===== src/rtl/ctsb_pkg.sv =====
// Shared types and constants for the clock time-setting block.
// Used by ctsb_step and clock_time_set_buttons_core; no dependencies.
package ctsb_pkg;

  localparam logic [5:0] MaxMinutes = 6'd59;
  localparam logic [4:0] MaxHours   = 5'd23;

  localparam logic [1:0] RegBlinkLimit  = 2'd0;
  localparam logic [1:0] RegSwitchLimit = 2'd1;
  localparam logic [1:0] RegExitLimit   = 2'd2;

  typedef enum logic [1:0] {
    PhMinutes = 2'd0,
    PhHours   = 2'd1,
    PhExit    = 2'd2,
    PhIdle    = 2'd3
  } phase_e;

  typedef struct packed {
    logic [7:0] blink;
    logic [7:0] switch_lim;
    logic [7:0] exit_lim;
  } limits_t;

  typedef struct packed {
    phase_e     phase;
    logic [5:0] minutes;
    logic [4:0] hours;
    logic [7:0] blink_ticks;
    logic [7:0] hold_cnt;
    logic [7:0] idle_cnt;
    logic       digits_on;
    logic       changed;
  } state_t;

  typedef struct packed {
    logic       mode;
    logic [4:0] start_hours;
    logic [5:0] start_minutes;
    logic       plus;
    logic       minus;
    logic       sel;
  } item_t;

  typedef struct packed {
    logic       session_active;
    logic       show_valid;
    logic       show_hours;
    logic       blanked;
    logic [3:0] digit_ones;
    logic [2:0] digit_tens;
    logic       done;
    logic       time_edited;
    logic [4:0] new_hours;
    logic [5:0] new_minutes;
  } result_t;

endpackage


===== src/rtl/ctsb_step.sv =====
// Per-tick update of the time-setting session: next state and result item.
// Purely combinational; uses the types of ctsb_pkg.
module ctsb_step (
  input  ctsb_pkg::state_t  cur_i,
  input  ctsb_pkg::limits_t lim_i,
  input  ctsb_pkg::item_t   item_i,
  output ctsb_pkg::state_t  nxt_o,
  output ctsb_pkg::result_t res_o
);

  // Decimal split of a value below 64 by a compare chain.
  function automatic logic [2:0] tens_of(input logic [5:0] v);
    logic [2:0] t;
    if (v >= 6'd60)      t = 3'd6;
    else if (v >= 6'd50) t = 3'd5;
    else if (v >= 6'd40) t = 3'd4;
    else if (v >= 6'd30) t = 3'd3;
    else if (v >= 6'd20) t = 3'd2;
    else if (v >= 6'd10) t = 3'd1;
    else                 t = 3'd0;
    return t;
  endfunction

  logic       adj, editing, hrs;
  logic [7:0] hold_base, idle_base, blink_inc, hold_inc, idle_inc;
  logic       blink_fire, hold_fire, idle_fire, ending;
  logic [5:0] minutes_new;
  logic [4:0] hours_new;
  logic [5:0] edit_val;
  logic [2:0] tens;
  logic [5:0] tens_x10;
  logic [5:0] ones_w;
  ctsb_pkg::phase_e phase_adv;

  assign adj     = item_i.plus | item_i.minus;
  assign editing = (cur_i.phase == ctsb_pkg::PhMinutes) || (cur_i.phase == ctsb_pkg::PhHours);
  assign hrs     = (cur_i.phase == ctsb_pkg::PhHours);

  assign hold_base  = adj ? 8'd0 : cur_i.hold_cnt;
  assign idle_base  = adj ? 8'd0 : cur_i.idle_cnt;
  assign blink_inc  = cur_i.blink_ticks + 8'd1;
  assign blink_fire = blink_inc > lim_i.blink;
  assign hold_inc   = (!adj && item_i.sel) ? hold_base + 8'd1 : hold_base;
  assign hold_fire  = hold_inc > lim_i.switch_lim;
  assign idle_inc   = idle_base + 8'd1;
  assign idle_fire  = idle_inc > lim_i.exit_lim;
  assign ending     = !editing || idle_fire;
  assign phase_adv  = hrs ? ctsb_pkg::PhExit : ctsb_pkg::PhHours;

  // Plus wins over minus; the wrap happens at the nominal top and at zero.
  always_comb begin
    minutes_new = cur_i.minutes;
    hours_new   = cur_i.hours;
    if (hrs) begin
      if (item_i.plus) begin
        hours_new = (cur_i.hours == ctsb_pkg::MaxHours) ? 5'd0 : cur_i.hours + 5'd1;
      end else if (item_i.minus) begin
        hours_new = (cur_i.hours == 5'd0) ? ctsb_pkg::MaxHours : cur_i.hours - 5'd1;
      end
    end else if (cur_i.phase == ctsb_pkg::PhMinutes) begin
      if (item_i.plus) begin
        minutes_new = (cur_i.minutes == ctsb_pkg::MaxMinutes) ? 6'd0 : cur_i.minutes + 6'd1;
      end else if (item_i.minus) begin
        minutes_new = (cur_i.minutes == 6'd0) ? ctsb_pkg::MaxMinutes : cur_i.minutes - 6'd1;
      end
    end
  end

  assign edit_val = hrs ? {1'b0, hours_new} : minutes_new;
  assign tens     = tens_of(edit_val);
  assign tens_x10 = {tens, 3'b000} - {2'b00, tens, 1'b0} + {2'b00, tens, 1'b0}
                  + {2'b00, tens, 1'b0};
  assign ones_w   = edit_val - tens_x10;

  // Next state.
  always_comb begin
    nxt_o = cur_i;
    if (!item_i.mode) begin
      nxt_o.phase       = ctsb_pkg::PhMinutes;
      nxt_o.hours       = item_i.start_hours;
      nxt_o.minutes     = item_i.start_minutes;
      nxt_o.blink_ticks = 8'd0;
      nxt_o.hold_cnt    = 8'd0;
      nxt_o.idle_cnt    = 8'd0;
      nxt_o.digits_on   = 1'b1;
      nxt_o.changed     = 1'b0;
    end else if (cur_i.phase != ctsb_pkg::PhIdle) begin
      nxt_o.changed     = cur_i.changed | adj;
      nxt_o.blink_ticks = blink_fire ? 8'd0 : blink_inc;
      nxt_o.digits_on   = blink_fire ? ~cur_i.digits_on : cur_i.digits_on;
      nxt_o.hours       = hours_new;
      nxt_o.minutes     = minutes_new;
      nxt_o.idle_cnt    = idle_inc;
      if (editing) begin
        nxt_o.hold_cnt = hold_fire ? 8'd0 : hold_inc;
        if (hold_fire) begin
          nxt_o.phase = phase_adv;
        end
      end else begin
        nxt_o.hold_cnt = hold_base;
      end
      if (ending) begin
        nxt_o.phase = ctsb_pkg::PhIdle;
      end
    end
  end

  // Result item.
  always_comb begin
    res_o = '0;
    if (!item_i.mode) begin
      res_o.session_active = 1'b1;
    end else if (cur_i.phase != ctsb_pkg::PhIdle) begin
      if (editing) begin
        res_o.show_valid = 1'b1;
        res_o.show_hours = hrs;
        res_o.blanked    = blink_fire ? cur_i.digits_on : ~cur_i.digits_on;
        res_o.digit_ones = ones_w[3:0];
        res_o.digit_tens = tens;
      end
      if (ending) begin
        res_o.done        = 1'b1;
        res_o.time_edited = cur_i.changed | adj;
        res_o.new_hours   = hours_new;
        res_o.new_minutes = minutes_new;
      end else begin
        res_o.session_active = 1'b1;
      end
    end
  end

endmodule


===== src/rtl/clock_time_set_buttons_core.sv =====
// Top level of the button-driven clock time-setting block.
// Holds configuration, session state and the output skid stage; uses ctsb_pkg and ctsb_step.

// One input item is one tick or a session start. The state update is a single pass
// of narrow counters, compares and a decimal split between the session registers
// and the output stage, so an item can be accepted in every cycle while input is
// not stalled; its result is registered in the result register, or in the skid
// register while that is held. A two-entry output stage (result register plus
// skid register) keeps input transfers going while one result waits to be taken;
// input stalls only when both entries are full. Configuration writes take effect
// at the next edge and are meant to be done while no session item is in flight.
module clock_time_set_buttons_core (
  input  logic       clk_i,
  input  logic       rst_ni,

  input  logic       cfg_we_i,
  input  logic [1:0] cfg_index_i,
  input  logic [7:0] cfg_wdata_i,

  input  logic       in_valid_i,
  output logic       in_stall_o,
  input  logic       mode_i,
  input  logic [4:0] start_hours_i,
  input  logic [5:0] start_minutes_i,
  input  logic       plus_pressed_i,
  input  logic       minus_pressed_i,
  input  logic       select_pressed_i,

  output logic       out_valid_o,
  input  logic       out_stall_i,
  output logic       session_active_o,
  output logic       show_valid_o,
  output logic       show_hours_o,
  output logic       blanked_o,
  output logic [3:0] digit_ones_o,
  output logic [2:0] digit_tens_o,
  output logic       done_res_o,
  output logic       time_edited_o,
  output logic [4:0] new_hours_o,
  output logic [5:0] new_minutes_o
);

  ctsb_pkg::limits_t lim_q, lim_d;
  ctsb_pkg::state_t  state_q, state_d, state_nxt;
  ctsb_pkg::item_t   item;
  ctsb_pkg::result_t res;
  ctsb_pkg::result_t out_q, out_d, skid_q, skid_d;
  logic              out_valid_q, out_valid_d, skid_valid_q, skid_valid_d;
  logic              accept, take;

  assign item = '{mode:          mode_i,
                  start_hours:   start_hours_i,
                  start_minutes: start_minutes_i,
                  plus:          plus_pressed_i,
                  minus:         minus_pressed_i,
                  sel:           select_pressed_i};

  ctsb_step u_step (
    .cur_i  (state_q),
    .lim_i  (lim_q),
    .item_i (item),
    .nxt_o  (state_nxt),
    .res_o  (res)
  );

  assign accept     = in_valid_i && !skid_valid_q;
  assign take       = out_valid_q && !out_stall_i;
  assign in_stall_o = skid_valid_q;

  always_comb begin
    lim_d = lim_q;
    if (cfg_we_i) begin
      unique case (cfg_index_i)
        ctsb_pkg::RegBlinkLimit:  lim_d.blink      = cfg_wdata_i;
        ctsb_pkg::RegSwitchLimit: lim_d.switch_lim = cfg_wdata_i;
        ctsb_pkg::RegExitLimit:   lim_d.exit_lim   = cfg_wdata_i;
        default:                  lim_d            = lim_q;
      endcase
    end
  end

  assign state_d = accept ? state_nxt : state_q;

  // Output stage: the skid entry fills only when the result register is held.
  always_comb begin
    out_d        = out_q;
    skid_d       = skid_q;
    out_valid_d  = out_valid_q;
    skid_valid_d = skid_valid_q;
    if (take) begin
      if (skid_valid_q) begin
        out_d        = skid_q;
        skid_valid_d = 1'b0;
      end else begin
        out_d       = res;
        out_valid_d = accept;
      end
    end else if (accept) begin
      if (!out_valid_q) begin
        out_d       = res;
        out_valid_d = 1'b1;
      end else begin
        skid_d       = res;
        skid_valid_d = 1'b1;
      end
    end
  end

  always_ff @(posedge clk_i or negedge rst_ni) begin
    if (!rst_ni) begin
      lim_q        <= '{blink: 8'd5, switch_lim: 8'd20, exit_lim: 8'd100};
      state_q      <= '{phase:       ctsb_pkg::PhIdle,
                        minutes:     6'd0,
                        hours:       5'd0,
                        blink_ticks: 8'd0,
                        hold_cnt:    8'd0,
                        idle_cnt:    8'd0,
                        digits_on:   1'b1,
                        changed:     1'b0};
      out_valid_q  <= 1'b0;
      skid_valid_q <= 1'b0;
    end else begin
      lim_q        <= lim_d;
      state_q      <= state_d;
      out_valid_q  <= out_valid_d;
      skid_valid_q <= skid_valid_d;
    end
  end

  always_ff @(posedge clk_i) begin
    out_q  <= out_d;
    skid_q <= skid_d;
  end

  assign out_valid_o      = out_valid_q;
  assign session_active_o = out_q.session_active;
  assign show_valid_o     = out_q.show_valid;
  assign show_hours_o     = out_q.show_hours;
  assign blanked_o        = out_q.blanked;
  assign digit_ones_o     = out_q.digit_ones;
  assign digit_tens_o     = out_q.digit_tens;
  assign done_res_o       = out_q.done;
  assign time_edited_o    = out_q.time_edited;
  assign new_hours_o      = out_q.new_hours;
  assign new_minutes_o    = out_q.new_minutes;

endmodule

===== config.mk =====
export PLATFORM = sky130hd
export DESIGN_NAME = clock_time_set_buttons_core
export DESIGN_NICKNAME = d
export VERILOG_FILES = /design/src/rtl/ctsb_pkg.sv /design/src/rtl/ctsb_step.sv /design/src/rtl/clock_time_set_buttons_core.sv
export SDC_FILE = /design/constraint.sdc
export NUM_CORES = 1
export LEC_CHECK = 0
export BUFFER_PORTS_ARGS = -buffer_cell sky130_fd_sc_hd__buf_2
export CAP_MARGIN = 30
export CORE_AREA = 2 2 124 126
export DETAILED_ROUTE_END_ITERATION = 12
export DIE_AREA = 0 0 126 128
export PLACE_DENSITY = 0.74
export SETUP_SLACK_MARGIN = 0.2
export SYNTH_ARGS = -nofsm -noshare
export SYNTH_HDL_FRONTEND = slang
export SYNTH_SLANG_ARGS = --single-unit

===== constraint.sdc =====
create_clock -name clk_i -period 8.85 [get_ports clk_i]
set_input_delay 1.3275 -clock clk_i [delete_from_list [all_inputs] [get_ports clk_i]]
set_output_delay 1.3275 -clock clk_i [all_outputs]
set_load 0.01 [all_outputs]

==> results of run 1 <==
==> layer usage <==
layer / track usage (%) / share of wire [%]
met1: 24.28 / 43
met2: 33.18 / 49
met3: 5.384 / 5.8
met4: 8.209 / 1.6
met5: 0 / 0
==> cells in the mapped netlist, types with 14 or more instances <==
library cell and number:
sky130_fd_sc_hd__clkbuf_1 23, sky130_fd_sc_hd__dfrtp_1 55, sky130_fd_sc_hd__o21ai_0 37, sky130_fd_sc_hd__a21oi_1 24, sky130_fd_sc_hd__o31ai_1 17, sky130_fd_sc_hd__nor2_1 59
sky130_fd_sc_hd__nand3_1 24, sky130_fd_sc_hd__inv_1 37, sky130_fd_sc_hd__nand2_1 57, sky130_fd_sc_hd__ha_1 35, sky130_fd_sc_hd__mux2_2 24, sky130_fd_sc_hd__edfxtp_1 48
sky130_fd_sc_hd__xnor2_1 14
==> per-stage QoR <==
step,power (mW),setup slack [ns]
6_report,2.672,3.304
5_1_grt,2.862,2.930
4_1_cts,2.689,3.317
3_5_place_dp,1.946,2.906
3_3_place_gp,1.869,3.145
2_1_floorplan,1.658,3.833
==> worst max path at each step <==
stage | slack (ns) | to
2_1_floorplan | 3.83 | digit_ones_o[3]$_DFFE_PP_
3_3_place_gp | 3.15 | digit_ones_o[3]$_DFFE_PP_
3_5_place_dp | 2.91 | digit_ones_o[3]$_DFFE_PP_
4_1_cts | 3.32 | digit_ones_o[3]$_DFFE_PP_
5_1_grt | 2.93 | digit_ones_o[3]$_DFFE_PP_
6_report | 3.30 | digit_ones_o[3]$_DFFE_PP_
==> state kept, by name, summed over array words and instances (netlist names) <==
signal,cells
state_q,39
lim_q,24
skid_q,24
new_minutes_o,6
new_hours_o,5
digit_ones_o,4
digit_tens_o,3
blanked_o,1
done_res_o,1
in_stall_o,1
out_valid_o,1
session_active_o,1
show_hours_o,1
show_valid_o,1
time_edited_o,1
==> logic make-up after synthesis <==
| logic type | Yosys count | synth area share (%) |
|---|---|---|
| AND/OR/NAND/NOR | 203 | 15.19 |
| AO/OA/AOI/OAI | 166 | 17.82 |
| flip-flops | 113 | 46.93 |
| XOR/XNOR | 26 | 3.469 |
| multiplexers | 29 | 4.956 |
| buffers and inverters | 74 | 4.651 |
| adder cells (fa/ha/maj) | 36 | 6.977 |
==> report_power, final <==
| group | switching (mW) | leakage (nW) | internal (mW) |
|---|---|---|---|
| combinational | 0.611 | 1.65 | 0.485 |
| sequential | 0.114 | 1.26 | 0.731 |
| clock | 0.239 | 0.310 | 0.492 |
==> area by class of cell <==
class / instances / area share, %
clock buffer: 22 / 6.212
clock inverter: 10 / 2.065
inverter: 37 / 1.819
multi-input combinational: 460 / 41.71
sequential: 113 / 40.35
tap: 188 / 3.081
timing repair buffer: 63 / 4.753
==> critical path, cell delays in order <==
cell	delay (ns)
sky130_fd_sc_hd__buf_2	0.31
sky130_fd_sc_hd__or2_1	0.59
sky130_fd_sc_hd__a31oi_1	0.36
sky130_fd_sc_hd__a21o_1	0.31
sky130_fd_sc_hd__and4_1	0.19
sky130_fd_sc_hd__a311oi_1	0.28
sky130_fd_sc_hd__o311ai_1	0.27
sky130_fd_sc_hd__inv_1	0.12
sky130_fd_sc_hd__ha_1	0.26
sky130_fd_sc_hd__ha_1	0.32
sky130_fd_sc_hd__fa_1	0.44
sky130_fd_sc_hd__xor2_1	0.16
sky130_fd_sc_hd__xnor2_1	0.19
sky130_fd_sc_hd__xnor2_1	0.16
sky130_fd_sc_hd__xnor2_1	0.12
sky130_fd_sc_hd__o31ai_1	0.34
==> run_results.csv, run 1 <==
group,metric,value,unit
run_status,outcome,"complete, no violations",
yosys,synth_area_leader_cell,"sky130_fd_sc_hd__edfxtp_1",
yosys,synth-async-reset-ratio,57.52,%
critical_path,reg2reg_setup_slack,3.63,ns
yosys,syn_inst,647,
critical_path,arrival,5.75,ns
drt,drt_wl_total,15.06,mm
critical_path,cell_depth_of_the_worst_flop_to_flop_path,18,
timing,max_slew.worst_pin.slew,0.9709,ns
yosys,ys.flop_type,"sky130_fd_sc_hd__dfrtp_1",
clock_tree,cts_repair_resized_insts,0,
drt,initialDrtViolationCount,416,
drt,drc,0,
floorplanning,die_w,126,um
min_path,min_from,"lim_q[3]$_DFFE_PN0P_",
final_layout,area.sequential,3080,um^2
timing,timing.fmax,180.3,MHz
power,leakage,3.226,nW
clock_tree,cts.root.buffer_cell,"sky130_fd_sc_hd__clkbuf_16",
placement,routabilityCongestion,0.9327,
drt,routed_via_density,5.722,
timing,final_critical_path_time_including_i_o_delays_and_setup,5.546,ns
final_layout,layout.cells.most_common_list,"58 x sky130_fd_sc_hd__nor2_1, 57 x sky130_fd_sc_hd__nand2_1, 55 x sky130_fd_sc_hd__dfrtp_1, 55 x sky130_fd_sc_hd__buf_2, 48 x sky130_fd_sc_hd__edfxtp_1",
timing,drv_slew,0,
global_route,global_route.overflow_total,0,
final_layout,fill_cells,1337,
final_layout,area_growth_syn_to_layout,16.30,%
final_layout,insertedDiodeCount,0,
yosys,yosysWarnings,0,
critical_path,timing.setup.critical_path_class,"input port to flip-flop",
global_route,global_route_wire_length_before_repair,25.35,mm
clock_tree,cts_max_level,4,
clock_tree,cts_hold_buffers,0,
timing,finClkSkew,0.009165,ns
clock_tree,clkLatencyLatePin,0.43,ns
global_route,track_usage,19.80,%
timing,final-hold-violation-count,0,
final_layout,num-nets-final,758,
floorplanning,die_height,128,um
critical_path,crit_path_start_kind,"input port",
yosys,synth-seq-cells,113,
clock_tree,clock_tree.buffer_depth,2,
floorplanning,floorplan.io_pins,56,
min_path,min_delay_path_class,"flip-flop to flip-flop",
final_layout,final_core_util,51.36,%
floorplanning,design.die.area,16130,um^2
critical_path,critical_path.startpoint,"plus_pressed_i",
yosys,summed_instance_area_of_the_synthesized_netlist,6564,um^2
final_layout,fin_area,7634,um^2
critical_path,rr_startpoint,"state_q[31]$_DFFE_PN0P_",
critical_path,timing.critical_path.fanout_max,22,
critical_path,worstReg2RegEnd,"digit_ones_o[3]$_DFFE_PP_",
global_route,antenna_found_initial,0,
yosys,syn_nets,713,
yosys,synthTopCellsByArea,"sky130_fd_sc_hd__edfxtp_1 22%, sky130_fd_sc_hd__dfrtp_1 21%, sky130_fd_sc_hd__ha_1 6.7%",
floorplanning,initial_core_utilization,44.16,%
drt,antenna_viol_nets_final,0,
min_path,hold_depth,1,
timing,slew_hr,34.72,%
yosys,synth_enable_flop_cells,48,
yosys,synth_area_per_cell,10.14,um^2
final_layout,post_layout_nonfiller_instances,893,
power,peakVddDrop,0.0003221,V
final_layout,multi_input_comb_area,3184,um^2
job,max_cap_viol_count,0,
timing,fin_setup_tns,0,ns
clock_tree,tritoncts.num_buffers,17,
critical_path,worstSetupEndpointType,"flip-flop",
yosys,yosys.area.top_type_share,21.96,%
timing,min_period_over_period,62.67,%
floorplanning,placement_rows,45,
critical_path,critPathRequiredTime,9.06,ns
clock_tree,clk_transition_reported_paths,0.05,ns
clock_tree,cts.repair_timing.setup_buffer_count,0,
final_layout,layout.cells.most_common,"sky130_fd_sc_hd__nor2_1",
clock_tree,tritoncts_num_sinks,113,
drt,detail_route.wl_per_cell,16.86,um
drt,vias,5110,
timing,final-setup-viol-count,0,
placement,postPlaceCellArea,6994,um^2
global_route,grt_start_max_net_pins,66,
placement,place.port_buffers,55,
floorplanning,fp.coreArea,14860,um^2
global_route,grt_pass1_vias,5112,
placement,place.detailed.instances,860,
placement,detailed_place_hpwl,10.71,mm
timing,hold_ws,0.5021,ns
final_layout,layout-drive-gt1-share,20.00,%
yosys,synth.yosys.seq_area_share,46.93,%
timing,setup_repair_after_global_routing_missed_its_margin,"no",
clock_tree,cts_tree,"yes",
drt,drt-pass1-iter-count,5,
yosys,synth.distinct_cells,66,
min_path,hold_path_sink,"lim_q[3]$_DFFE_PN0P_",
power,power.density_cell_area,350.1,nW/um^2
(Power assumes the default switching activity.)
==> inputs of run 2 (changes only) <==
- PLACE_DENSITY: 0.74 -> 0.77
- clock period: 8.85 -> 4.45 ns (I/O delays scaled with it)
==> run 2 against run 1 <==
Global-route usage up 0.82 points. Worst setup slack got worse by 3.1 ns. First-iteration DRC count fell by 4.6%. Final cell count grew 5.3%. Sequential cell count unchanged. Clock skew down 0.0029 ns. Clock-buffer cell count unchanged. Sequential share of layout area decreased by 2.8 points. Clock power up 98%. Utilization up 3.9 points. Power up 130%. Final area is 7.7% higher.
==> run_results.csv, run 2 (same netlist as run 1, synthesis figures left out) <==
group,metric,value,unit
run_status,outcome,"complete, no violations",
drt,initialDrtViolationCount,397,
clock_tree,clk_transition_reported_paths,0.06,ns
timing,min_period_over_period,95.85,%
final_layout,layout-drive-gt1-share,29.92,%
critical_path,timing.critical_path.fanout_max,4,
final_layout,area.sequential,3083,um^2
final_layout,post_layout_nonfiller_instances,940,
clock_tree,cts.root.buffer_cell,"sky130_fd_sc_hd__clkbuf_16",
final_layout,largest_registers,"state_q (39), lim_q (24), skid_q (24)",
critical_path,critical_path.slowest_cell,"sky130_fd_sc_hd__or4b_4",
drt,antenna_viol_nets_final,0,
placement,routabilityCongestion,0.9175,
timing,final_critical_path_time_including_i_o_delays_and_setup,4.265,ns
timing,final-hold-violation-count,0,
clock_tree,tritoncts.num_buffers,17,
critical_path,worstReg2RegEnd,"digit_ones_o[3]$_DFFE_PP_",
timing,max_slew.worst_pin.slew,0.9200,ns
floorplanning,design.die.area,16130,um^2
global_route,global_route_wire_length_before_repair,26.38,mm
timing,finClkSkew,0.006222,ns
placement,place.port_buffers,55,
critical_path,worstSetupEndpointType,"flip-flop",
global_route,global_route.overflow_total,0,
final_layout,layout.cells.most_common_list,"57 x sky130_fd_sc_hd__nor2_1, 57 x sky130_fd_sc_hd__nand2_1, 55 x sky130_fd_sc_hd__buf_2",
timing,slew_hr,38.44,%
global_route,antenna_found_initial,0,
power,leakage,3.484,nW
power,design_power_total,6.132,mW
critical_path,critical_path.startpoint,"state_q[32]$_DFFE_PN0P_",
clock_tree,tritoncts_num_sinks,113,
final_layout,max_flop_register,"state_q",
drt,vias,5291,
critical_path,slowest_delay,0.46,ns
critical_path,timing.setup.critical_path_class,"flip-flop to flip-flop",
drt,drc,0,
critical_path,reg2reg_setup_slack,0.18,ns
power,peakVddDrop,0.0005879,V
final_layout,multi_input_comb_area,3405,um^2
placement,detailed_place_hpwl,11.12,mm
critical_path,critical_path_s_most_frequent_cell,"sky130_fd_sc_hd__ha_4",
min_path,min_delay_path_class,"input port to async pin",
critical_path,critPathRequiredTime,4.68,ns
drt,drt_wl_total,15.78,mm
clock_tree,cts_tree,"yes",
floorplanning,initial_core_utilization,44.16,%
critical_path,worst_setup_path_endpoint,"digit_ones_o[3]$_DFFE_PP_",
critical_path,crit_path_start_kind,"flip-flop",
global_route,grt_pass1_vias,5260,
floorplanning,fp.coreArea,14860,um^2
clock_tree,clkLatencyLatePin,0.42,ns
critical_path,cell_depth_of_the_worst_flop_to_flop_path,18,
final_layout,insertedDiodeCount,0,
global_route,track_usage,20.62,%
final_layout,fill_cells,1281,
clock_tree,cts_max_level,4,
job,max_cap_viol_count,0,
timing,timing.fmax,234.4,MHz
critical_path,arrival,4.50,ns
timing,drv_slew,0,
timing,final-setup-viol-count,0,
critical_path,rr_startpoint,"state_q[32]$_DFFE_PN0P_",
floorplanning,die_height,128,um
final_layout,num-nets-final,805,
critical_path,crit_chain,"inv_2 > ha_4 > or4b_4 > a211o_1 > a32oi_2 > mux2_4 > nor4b_4 > a311oi_2 > o311ai_2 > inv_1 > ha_4 > ha_4 > fa_2 > xor2_2 > xnor2_2 > xnor2_1 > xnor2_1 > o31ai_1",
drt,detail_route.wl_per_cell,16.78,um
placement,place.detailed.instances,897,
floorplanning,die_w,126,um
drt,routed_via_density,5.629,
floorplanning,floorplan.io_pins,56,
timing,hold_ws,0.3431,ns
floorplanning,placement_rows,45,
clock_tree,clock_tree.buffer_depth,2,
final_layout,area_growth_syn_to_layout,25.22,%
timing,setup_repair_after_global_routing_missed_its_margin,"yes",
global_route,grt_start_max_net_pins,38,
final_layout,max_ffs_per_register,39,
drt,drt-pass1-iter-count,4,
power,power.density_cell_area,746.1,nW/um^2
==> run 2: cell count changes in the layout (fill, tap and decap cells not counted), moves of 3 or more <==
| cell | change |
|---|---|
| sky130_fd_sc_hd__o21ai_2 | +3 |
| sky130_fd_sc_hd__buf_4 | +44 |
| sky130_fd_sc_hd__nor3_1 | -3 |
| sky130_fd_sc_hd__ha_1 | -6 |
| sky130_fd_sc_hd__clkbuf_16 | +3 |
| sky130_fd_sc_hd__ha_4 | +4 |
| sky130_fd_sc_hd__buf_6 | +3 |
==> run 2: layout make-up <==
cell class	instances	area share, %
multi-input cells	460	41.42
flip-flops and latches	113	37.51
repair buffers	110	8.692
clock buffers	22	6.424
well taps	188	2.862
inverters	37	1.690
clock inverters	10	1.401
==> run 2: worst min path at each step <==
| stage | to | depth (start not counted) |
|---|---|---|
| 2_1_floorplan | in_stall_o$_DFFE_PN0P_ | 0 |
| 3_3_place_gp | state_q[1]$_DFFE_PN1P_ | 2 |
| 3_5_place_dp | state_q[0]$_DFFE_PN0P_ | 2 |
| 4_1_cts | state_q[19]$_DFFE_PN0P_ | 1 |
| 5_1_grt | state_q[19]$_DFFE_PN0P_ | 1 |
| 6_report | lim_q[19]$_DFFE_PN0P_ | 1 |
==> run 2: critical path, delay by kind of cell (launching register included) <==
kind	cells	cell delay, ns
buffers and inverters	2	0.22
adders and majority gates	4	0.97
and+or+nand+nor	2	0.68
muxes	1	0.22
AOI/OAI and AO/OA	5	0.96
DFF	1	0.40
xor gates and xnor gates	4	0.63
==> run 2: power by group <==
part	switching [mW]	internal (mW)	leakage (nW)
logic	1.53	1.49	1.91
clock network	0.495	0.954	0.311
registers	0.203	1.46	1.26
total	2.23	3.90	3.48
==> run 2: repair_timing <==
| action | CTS | global route |
|---|---|---|
| endpoints found under the setup margin | 2 | 13 |
| pin swaps | 12 | 15 |
| setup buffers | 9 | 2 |
| resized for setup | 15 | 25 |
| hold buffers | 0 | 0 |
==> run 2: metal layers <==
metal | track usage [%] | part of all wire (%)
met4 | 7.692 | 2.5
met5 | 0 | 0
met1 | 25.39 | 43
met3 | 5.217 | 4.2
met2 | 35.14 | 50
==> run 2: through the flow <==
| step | util [%] | area [um^2] | TNS, ns | worst slack, ns |
|---|---|---|---|---|
| global placement | 48.83 | 7258 | 0 | 0.004118 |
| finish | 55.29 | 8219 | 0 | 0.1846 |
| floorplan | - | 6593 | 0 | 0.1785 |
| detailed placement | 49.03 | 7288 | -0.1481 | -0.1047 |
| CTS | 54.53 | 8105 | 0 | 0.2010 |
| global route | 55.29 | 8219 | 0 | 0.0007034 |
